## config.mk

```make
export PLATFORM = sky130hd
export DESIGN_NAME = esc_framed_message_receiver_core
export DESIGN_NICKNAME = d
export VERILOG_FILES = /design/src/rtl/esc_rx_pkg.sv /design/src/rtl/esc_rx_ctrl.sv /design/src/rtl/esc_rx_dpath.sv /design/src/rtl/esc_framed_message_receiver_core.sv
export SDC_FILE = /design/constraint.sdc
export NUM_CORES = 1
export LEC_CHECK = 0
export BUFFER_PORTS_ARGS = -buffer_cell sky130_fd_sc_hd__buf_2
export CORE_UTILIZATION = 30
export CTS_BUF_LIST = sky130_fd_sc_hd__clkbuf_16
export DETAILED_ROUTE_END_ITERATION = 10
export HOLD_SLACK_MARGIN = 0.12
export SLEW_MARGIN = 20
export SYNTH_ARGS = -nofsm -noshare
export SYNTH_HDL_FRONTEND = slang
export SYNTH_SLANG_ARGS = --single-unit
```

## constraint.sdc

```tcl
create_clock -name clk -period 5.3 [get_ports clk]
set_clock_uncertainty 0.15 [all_clocks]
set_input_delay 0.265 -clock clk [delete_from_list [all_inputs] [get_ports clk]]
set_output_delay 0.265 -clock clk [all_outputs]
set_load 0.03 [all_outputs]
```

## src/rtl/esc_rx_pkg.sv

```systemverilog
`timescale 1ns / 1ps
`default_nettype none
// shared types and constants for the esc/stx framed message receiver
// no dependencies
package esc_rx_pkg;

	localparam int BUFFER_DEPTH_DEF = 64;

	localparam logic [7:0] SYM_ESC = 8'h1B;
	localparam logic [7:0] SYM_STX = 8'h02;
	localparam logic [7:0] SYM_ETX = 8'h03;

	// position of the first payload byte in the frame store
	localparam int PAYLOAD_START = 4;

	typedef enum logic [0:0] {
		ST_RECV,
		ST_DELIVER
	} ctl_state_t;

	typedef struct packed {
		logic accept_en;
		logic deliver_en;
	} ctl_cmd_t;

	typedef struct packed {
		logic frame_ready;
		logic deliver_done;
	} dp_stat_t;

endpackage

`default_nettype wire

```

## src/rtl/esc_rx_ctrl.sv

```systemverilog
`timescale 1ns / 1ps
`default_nettype none
// controller: switches between byte collection and frame delivery
// depends on esc_rx_pkg
module esc_rx_ctrl (
	input  wire logic                 clk,
	input  wire logic                 arst_n,
	input  wire esc_rx_pkg::dp_stat_t stat,
	output esc_rx_pkg::ctl_cmd_t      cmd
);
	import esc_rx_pkg::*;

	ctl_state_t state_q, state_d;

	always_ff @(posedge clk or negedge arst_n) begin
		if (!arst_n) begin
			state_q <= ST_RECV;
		end else begin
			state_q <= state_d;
		end
	end

	always_comb begin
		state_d = state_q;
		unique case (state_q)
			ST_RECV: begin
				if (stat.frame_ready) state_d = ST_DELIVER;
			end
			ST_DELIVER: begin
				if (stat.deliver_done) state_d = ST_RECV;
			end
			default: state_d = ST_RECV;
		endcase
	end

	always_comb begin
		cmd = '0;
		unique case (state_q)
			ST_RECV:    cmd.accept_en = 1'b1;
			ST_DELIVER: cmd.deliver_en = 1'b1;
			default:    cmd = '0;
		endcase
	end

endmodule

`default_nettype wire

```

## src/rtl/esc_rx_dpath.sv

```systemverilog
`timescale 1ns / 1ps
`default_nettype none
// datapath: frame store, byte counter, header/trailer detection, read stage and output register
// depends on esc_rx_pkg
module esc_rx_dpath #(
	parameter int BUFFER_DEPTH = esc_rx_pkg::BUFFER_DEPTH_DEF
) (
	input  wire logic                 clk,
	input  wire logic                 arst_n,
	input  wire esc_rx_pkg::ctl_cmd_t cmd,
	output esc_rx_pkg::dp_stat_t      stat,
	input  wire logic                 in_valid,
	input  wire logic [7:0]           in_byte,
	input  wire logic                 out_ready,
	output logic                      out_valid,
	output logic [7:0]                out_cmd_hi,
	output logic [7:0]                out_cmd_lo,
	output logic [7:0]                out_payload,
	output logic                      out_pvalid,
	output logic [5:0]                out_index,
	output logic                      out_last
);
	import esc_rx_pkg::*;

	localparam int CW = $clog2(BUFFER_DEPTH);

	logic [7:0]    store_q [BUFFER_DEPTH];
	logic [CW-1:0] count_q, count_d, ptr_q, end_q;
	logic [7:0]    prev_q, cmd_hi_q, cmd_lo_q;
	logic          empty_q;

	logic          accept, hit_trailer, esc_prev, rd_en, is_last, load;
	logic          frame_ready, deliver_done;

	logic          rdv_s1, rlast_s1, rpv_s1;
	logic [7:0]    rdata_s1, rch_s1, rcl_s1;
	logic [5:0]    ridx_s1;

	logic          m_valid_q, m_pvalid_q, m_last_q;
	logic [7:0]    m_ch_q, m_cl_q, m_data_q;
	logic [5:0]    m_idx_q;

	assign accept   = in_valid & cmd.accept_en;
	assign esc_prev = (prev_q == SYM_ESC);

	// opening check, store full, restart on a new header, trailer
	always_comb begin
		hit_trailer = 1'b0;
		if (count_q == '0) begin
			count_d = (in_byte == SYM_ESC) ? CW'(1) : '0;
		end else if (count_q == CW'(1)) begin
			count_d = (in_byte == SYM_STX) ? CW'(2) : '0;
		end else if (count_q == CW'(BUFFER_DEPTH - 1)) begin
			count_d = '0;
		end else if (esc_prev && in_byte == SYM_STX) begin
			count_d = CW'(2);
		end else if (esc_prev && in_byte == SYM_ETX) begin
			count_d     = '0;
			hit_trailer = 1'b1;
		end else begin
			count_d = count_q + CW'(1);
		end
	end

	// frames shorter than six bytes end without delivery
	assign frame_ready = accept & hit_trailer & (count_q >= CW'(5));

	assign load         = rdv_s1 & (~m_valid_q | out_ready);
	assign rd_en        = cmd.deliver_en & (~rdv_s1 | load);
	assign is_last      = empty_q | (ptr_q == end_q);
	assign deliver_done = rd_en & is_last;

	always_comb begin
		stat.frame_ready  = frame_ready;
		stat.deliver_done = deliver_done;
	end

	always_ff @(posedge clk) begin
		if (accept) store_q[count_q] <= in_byte;
	end

	always_ff @(posedge clk) begin
		if (rd_en) rdata_s1 <= store_q[ptr_q];
	end

	always_ff @(posedge clk or negedge arst_n) begin
		if (!arst_n) begin
			count_q <= '0;
		end else if (accept) begin
			count_q <= count_d;
		end
	end

	always_ff @(posedge clk) begin
		if (accept) begin
			prev_q <= in_byte;
			if (count_q == CW'(2)) cmd_hi_q <= in_byte;
			if (count_q == CW'(3)) cmd_lo_q <= in_byte;
		end
		if (frame_ready) begin
			ptr_q   <= CW'(PAYLOAD_START);
			end_q   <= count_q - CW'(2);
			empty_q <= (count_q == CW'(5));
		end else if (rd_en) begin
			ptr_q <= ptr_q + CW'(1);
		end
	end

	// read stage, also serves as skid slot in front of the output register
	always_ff @(posedge clk or negedge arst_n) begin
		if (!arst_n) begin
			rdv_s1 <= 1'b0;
		end else if (rd_en) begin
			rdv_s1 <= 1'b1;
		end else if (load) begin
			rdv_s1 <= 1'b0;
		end
	end

	always_ff @(posedge clk) begin
		if (rd_en) begin
			rlast_s1 <= is_last;
			rpv_s1   <= ~empty_q;
			ridx_s1  <= 6'(ptr_q - CW'(PAYLOAD_START));
			rch_s1   <= cmd_hi_q;
			rcl_s1   <= cmd_lo_q;
		end
	end

	always_ff @(posedge clk or negedge arst_n) begin
		if (!arst_n) begin
			m_valid_q <= 1'b0;
		end else if (load) begin
			m_valid_q <= 1'b1;
		end else if (out_ready) begin
			m_valid_q <= 1'b0;
		end
	end

	always_ff @(posedge clk) begin
		if (load) begin
			m_ch_q     <= rch_s1;
			m_cl_q     <= rcl_s1;
			m_data_q   <= rpv_s1 ? rdata_s1 : 8'h00;
			m_pvalid_q <= rpv_s1;
			m_idx_q    <= rpv_s1 ? ridx_s1 : 6'd0;
			m_last_q   <= rlast_s1;
		end
	end

	assign out_valid   = m_valid_q;
	assign out_cmd_hi  = m_ch_q;
	assign out_cmd_lo  = m_cl_q;
	assign out_payload = m_data_q;
	assign out_pvalid  = m_pvalid_q;
	assign out_index   = m_idx_q;
	assign out_last    = m_last_q;

endmodule

`default_nettype wire

```

## src/rtl/esc_framed_message_receiver_core.sv

```systemverilog
`timescale 1ns / 1ps
`default_nettype none
// input: one byte per cycle while collecting; ready drops from the trailer item until the
// last payload read is issued. output: the first result passes the read stage and then the
// output register, then one result per cycle while m_axis_tready is high, set by the single
// read port of the frame store; up to BUFFER_DEPTH-7 results per frame
// reset: arst_n clears the byte count, the controller and the read-stage and output valid flags; store is not cleared
module esc_framed_message_receiver_core #(
	parameter int BUFFER_DEPTH = esc_rx_pkg::BUFFER_DEPTH_DEF
) (
	input  wire logic        clk,
	input  wire logic        arst_n,
	input  wire logic        s_axis_tvalid,
	output logic             s_axis_tready,
	input  wire logic [7:0]  s_axis_tdata,   // [7:0] rx_byte
	output logic             m_axis_tvalid,
	input  wire logic        m_axis_tready,
	output logic [31:0]      m_axis_tdata,   // [7:0] command_high, [15:8] command_low,
	                                         // [23:16] payload_byte, [29:24] payload_index
	output logic [0:0]       m_axis_tuser,   // [0] payload_valid
	output logic             m_axis_tlast
);
	import esc_rx_pkg::*;

	ctl_cmd_t   cmd;
	dp_stat_t   stat;
	logic [7:0] cmd_hi, cmd_lo, payload;
	logic [5:0] index;
	logic       pvalid;

	esc_rx_ctrl u_ctrl (
		.clk    (clk),
		.arst_n (arst_n),
		.stat   (stat),
		.cmd    (cmd)
	);

	esc_rx_dpath #(
		.BUFFER_DEPTH (BUFFER_DEPTH)
	) u_dpath (
		.clk         (clk),
		.arst_n      (arst_n),
		.cmd         (cmd),
		.stat        (stat),
		.in_valid    (s_axis_tvalid),
		.in_byte     (s_axis_tdata),
		.out_ready   (m_axis_tready),
		.out_valid   (m_axis_tvalid),
		.out_cmd_hi  (cmd_hi),
		.out_cmd_lo  (cmd_lo),
		.out_payload (payload),
		.out_pvalid  (pvalid),
		.out_index   (index),
		.out_last    (m_axis_tlast)
	);

	assign s_axis_tready = cmd.accept_en;
	assign m_axis_tdata  = {2'b00, index, payload, cmd_lo, cmd_hi};
	assign m_axis_tuser  = pvalid;

endmodule

`default_nettype wire

```

# Word level (Yosys, flattened, before mapping)
# Memory sizes are Yosys's and may differ from the RTL's. A register that Yosys moved wholly into a read port is not among the register bits.
# Cells that the tools add are included.
[word_totals]
regBits = 102
mem_bits_rw = 512
input_bits = 12
out_inout_bits = 36
wordCells = 80
mem_count = 1
[classes]
add_sub_neg = 4
n_lt_le_gt_ge = 1
n_eq_ne = 10
mux = 23
n_bitwise = 13
reduce_logical = 7
[mem_list]
columns = ["name", "depth", "width", "rd", "rd_clocked_by_memory_dff", "wr", "line", "text"]
rows = [
  ["u_dpath.store_q", 64, 8, 1, 1, 1, "esc_rx_dpath.sv:27", "logic [7:0] store_q [BUFFER_DEPTH];"],
]
[ops]
columns = ["op", "n"]
rows = [
  ["6-bit two-way mux", 5],
  ["8-bit by 2-bit == test with 1-bit output (second input constant)", 2],
  ["8-bit by 5-bit == test with 1-bit output (second input constant)", 2],
  ["1-bit two-way mux", 16],
  ["6-bit by 1-bit adder with 6-bit output (second input constant)", 2],
  ["6-bit by 2-bit == test with 1-bit output (second input constant)", 2],
  ["1-bit bitwise AND", 6],
  ["6-bit by 1-bit == test with 1-bit output (second input constant)", 1],
  ["6-bit by 3-bit == test with 1-bit output (second input constant)", 1],
  ["6-bit == test", 1],
  ["6-bit == test (second input constant)", 1],
  ["6-bit by 3-bit >= comparator with 1-bit output (second input constant)", 1],
  ["6-bit logical NOT", 1],
  ["6-bit by 2-bit subtractor with 6-bit output (second input constant)", 1],
  ["6-bit by 3-bit subtractor with 6-bit output (second input constant)", 1],
  ["1-bit NOT", 4],
  ["2-bit AND reduction", 2],
  ["2-bit nonzero test", 2],
  ["1-bit OR", 3],
  ["1-bit logical AND", 2],
  ["2-bit two-way mux", 1],
  ["1-bit case mux with 2 select lines", 1],
]

# Longest topological paths before layout
[logic_depth]
word_depth = 11
mapped_depth = 9
ltp_nobuf = 7

# By module
# A second synthesis with hierarchy kept.
[hier_totals]
hier_cells = 1228
hier_area_um2 = 24013.0
[modules_own_cells]
columns = ["module", "instances", "cells_per_inst", "area_each_um2", "seq_area_each_um2"]
rows = [
  ["esc_rx_dpath", 1, 1220, 23949.2, 18547.8],
  ["esc_rx_ctrl", 1, 5, 45.0, 25.0],
  ["esc_framed_message_receiver_core", 1, 3, 18.8, 0.0],
]

# Worst setup path before layout
# Ideal clock, no wire load.
[synth_path]
kind = "register to register"
start = "register u_dpath.m_valid_q, in the netlist u_dpath.out_valid"
end = "register u_dpath.ptr_q[5]"
setup_time_ns = 0.116
arrival_ns = 2.307
required_ns = 5.034
setup_slack_ns = 2.727
stages_incl_launch_ff = 7
path_buffers = 1
period_less_slack_ns = 2.573
path_cell_list = "dfrtp_1 -> nand3b_1 -> and2_1 -> clkbuf_1 -> nand4_1 -> xnor2_1 -> nor2_1"
[synth_between]
elab_chain_cells = 5
[synth_lines]
columns = ["item", "line", "text"]
rows = [
  ["from (decl)", "esc_rx_dpath.sv:39", "logic m_valid_q, m_pvalid_q, m_last_q;"],
  ["from (signal assigned)", "esc_rx_dpath.sv:132", "m_valid_q <= 1'b0;"],
  ["from (signal assigned)", "esc_rx_dpath.sv:134", "m_valid_q <= 1'b1;"],
  ["from (signal assigned)", "esc_rx_dpath.sv:136", "m_valid_q <= 1'b0;"],
  ["1-bit NOT", "esc_rx_dpath.sv:68", "assign load = rdv_s1 & (~m_valid_q | out_ready);"],
  ["1-bit OR", "esc_rx_dpath.sv:68", ""],
  ["1-bit bitwise AND", "esc_rx_dpath.sv:68", ""],
  ["1-bit OR", "esc_rx_dpath.sv:69", "assign rd_en = cmd.deliver_en & (~rdv_s1 | load);"],
  ["1-bit bitwise AND", "esc_rx_dpath.sv:69", ""],
  ["net u_dpath.rd_en", "esc_rx_dpath.sv:32", "logic accept, hit_trailer, esc_prev, rd_en, is_last, load;"],
  ["to (signal assigned)", "esc_rx_dpath.sv:101", "ptr_q <= CW'(PAYLOAD_START);"],
  ["to (signal assigned)", "esc_rx_dpath.sv:105", "ptr_q <= ptr_q + CW'(1);"],
  ["to (decl)", "esc_rx_dpath.sv:28", "logic [CW-1:0] count_q, count_d, ptr_q, end_q;"],
]
# The timed path passes the listed nets, and every way through them passes these cells.
# A chain may end at the register's enable or synchronous reset.

==> results_dict.tcl <==
set metrics [dict create \
    required_ns 5.45 \
    cts_resized 0 \
    seq_area_frac_synth_pct 77.0 \
    slew_violations 0 \
    grt_first_pass_wirelength_um 80500 \
    grt_overflow 0 \
    finalSetupViolations 0 \
    antenna_found_initial 3 \
    final_cells 2397 \
    maxCapViolCount 0 \
    path_max_fanout 96 \
    io_buffers 45 \
    async_reset_ff_share_pct 1.45 \
    synth_seq_cells 622 \
    period_share_pct 64.5 \
    hold_buffers 5 \
    post_cts_buffers 0 \
    r2r_start "u_dpath.ptr_q[1]" \
    cts.sinks 622 \
    vdd_drop_max_mv 0.229 \
    vias 11700 \
    synth-edff-count 607 \
    start_util_pct 30.4 \
    reg2reg_depth 6 \
    htree_levels 3 \
    worst-path-stages 6 \
    cts_tree "done" \
    detail_route.wl_per_cell_um 23.0 \
    whs_ns 0.145 \
    rows 103 \
    critical_path.endpoint_type "register" \
    drtIter0Drc 1251 \
    drive_above_1_share_pct 20.0 \
    ys_types 55 \
    viasPerCell 4.87 \
    start_kind "register" \
    clock_latency_ns 0.58 \
    reg2reg_to "u_dpath.rdata_s1[1]" \
    groute.usage.overall_pct 13.5 \
    synth_ff_type "edfxtp_1" \
    antennaDiodeCount 0 \
    num_io_pins 48 \
    finalCriticalPeriod_ns 3.42 \
    power_density_mw_per_mm2 379 \
    finalWirelength_um 55000 \
    cp_top_family "multiplexers" \
    relSlewSlack_pct 24.8 \
    dieHeight_um 285 \
    setup_tns_ns 0 \
    syn_inst 1227 \
    crit_buf_inv 1 \
    outcome "completed" \
    dp_cells 2275 \
    ant_nets 0 \
    syn_to_final_growth_pct 14.8 \
    path_cells "buf_12 > mux4_2 > mux2i_1 > nor2_1 > o22ai_1 > a222oi_1" \
    ys_warn_count 0 \
    path_clk_slew_ns 0.06 \
    die_w_um 285 \
    final_common_cell "edfxtp_1" \
    slowest_delay_ns 0.63 \
    rsz0062_at_grt "false" \
    avgSynthCellArea_sq_um 19.6 \
    dieArea_sq_mm 0.0815 \
    critPathArrivalTime_ns 3.57 \
    grt_pass1_vias 11800 \
    multi_input_area_sq_mm 0.00510 \
    fin_util_pct 34.9 \
    hold_viol_final 0 \
    crit_type "reg -> reg" \
    critPathSlowestCell "dfxtp_4" \
    crit_start "u_dpath.ptr_q[1]" \
    endpoint "u_dpath.rdata_s1[1]" \
    numCtsBuffers 67 \
    clockRootBuffer "clkbuf_16" \
    max_freq_mhz 293 \
    hold_class "in -> reg" \
    first_pass_iters 6 \
    coreArea_sq_mm 0.0793 \
    ff_latch_area_sq_mm 0.0186 \
    leakage_nw 9.01 \
    r2r_setup_slack_ns 1.88 \
    hpwl_um 33400 \
    gp_congestion 0.820 \
    fill_cells 7331 \
    nets 1324 \
    grt_start_max_net_pins 97 \
    synth_area_sq_mm 0.0241 \
    max-clock-path-buffers 3 \
    drc 0 \
    mostFrequentLayoutCells "edfxtp_1, mux2i_1, mux4_2, nor2_1, clkbuf_16" \
    tightest_slew_ns 1.12 \
]
[where the power goes]
part	switching, mW	leakage (nW)	total (mW)	internal [mW]
sequential	0.0393	5.64	5.53	5.49
clock	1.81	1.09	4.56	2.75
combinational	0.284	2.28	0.382	0.0976
[state kept, by name, summed over array words and instances, names as in the netlist, 6 cells and up]
signal	cells
u_dpath.end_q	6
u_dpath.out_cmd_hi	8
u_dpath.out_index	6
u_dpath.store_q	512
u_dpath.rcl_s1	8
u_dpath.ridx_s1	6
u_dpath.count_q	6
u_dpath.rdata_s1	8
u_dpath.rch_s1	8
u_dpath.out_payload	8
u_dpath.cmd_lo_q	8
u_dpath.prev_q	8
u_dpath.ptr_q	6
u_dpath.cmd_hi_q	8
u_dpath.out_cmd_lo	8
[kinds of logic after synthesis]
| logic type | count (synthesis) | share of synthesized area (%) |
|---|---|---|
| XOR/XNOR | 19 | 0.690 |
| AO/OA/AOI/OAI | 104 | 3.24 |
| adder cells (fa/ha/maj) | 13 | 0.675 |
| AND/OR/NAND/NOR | 195 | 3.80 |
| other | 1 | 0.0156 |
| buffers and inverters | 81 | 1.89 |
| multiplexers | 192 | 12.7 |
| flip-flops | 622 | 77.0 |
[cell type report]
cell class,count,share of cell area [%]
Sequential cell,622,67.2
Multi-Input combinational cell,525,18.4
Tap cell,1050,4.75
Clock buffer,73,6.60
Clock inverter,44,1.24
Timing Repair Buffer,68,1.62
Inverter,15,0.204
[worst reg2reg max path, stage by stage, from the launching register on]
cell	delay [ns]
dfxtp_4	0.63
buf_12	0.56
mux4_2	0.74
mux2i_1	0.25
nor2_1	0.09
o22ai_1	0.49
a222oi_1	0.22
[worst min path at each step]
stage,slack [ns],cells past startpoint,endpoint,start
2_1_floorplan,-0.18,0,u_ctrl.state_q,arst_n
3_3_place_gp,-0.02,1,u_dpath.out_valid,arst_n
3_5_place_dp,-0.02,1,u_dpath.rdv_s1,arst_n
4_1_cts,0.12,1,u_dpath.store_q[10][0],s_axis_tdata[0]
5_1_grt,0.12,1,u_dpath.store_q[10][0],s_axis_tdata[0]
6_report,0.14,1,u_dpath.store_q[3][0],s_axis_tdata[0]
[synth_stat cells, types with 4 or more instances]
library cell	n	area, sq um
o2111ai_1	5	43.8
buf_4	15	113
a211oi_1	16	120
a222oi_1	5	50.1
nand4_1	4	25.0
nand3b_1	4	30.0
xor2_1	8	70.1
dfrtp_1	9	225
a21o_1	5	37.5
nor4_1	5	31.3
o221ai_1	8	70.1
inv_1	13	48.8
xnor2_1	11	96.3
nor3_1	6	30.0
edfxtp_1	607	18200
dfxtp_1	6	120
or3_1	5	31.3
buf_2	16	80.1
a211o_1	5	43.8
and2_1	18	113
ha_1	13	163
buf_6	10	113
o21ai_0	4	20.0
o22ai_1	27	169
nand3_1	4	20.0
mux4_2	89	2000
nand2_1	34	128
nand2b_1	7	43.8
a22oi_1	8	60.1
clkbuf_1	22	82.6
mux2i_1	90	901
mux2_2	13	146
a21oi_1	8	40.0
nor2_1	93	349
[per-layer routing]
metal  global-route usage, %  wire length [um]  up-vias
met1                    18.7             23800     6076
met4                    4.33              1480        2
met3                    3.51              4130       92
met5                       0                13        -
met2                    20.8             25600      408
li1                        -                 -     5092
[stage by stage]
step	power (mW)	setup WS [ns]	area, sq um
3_3_place_gp	5.99	1.94	25400
5_1_grt	10.8	1.76	27700
3_5_place_dp	6.01	1.98	25400
2_1_floorplan	5.81	2.73	24100
6_report	10.5	1.88	27700
4_1_cts	10.6	1.91	27700
Note: power is estimated with default switching activity, not from simulation.
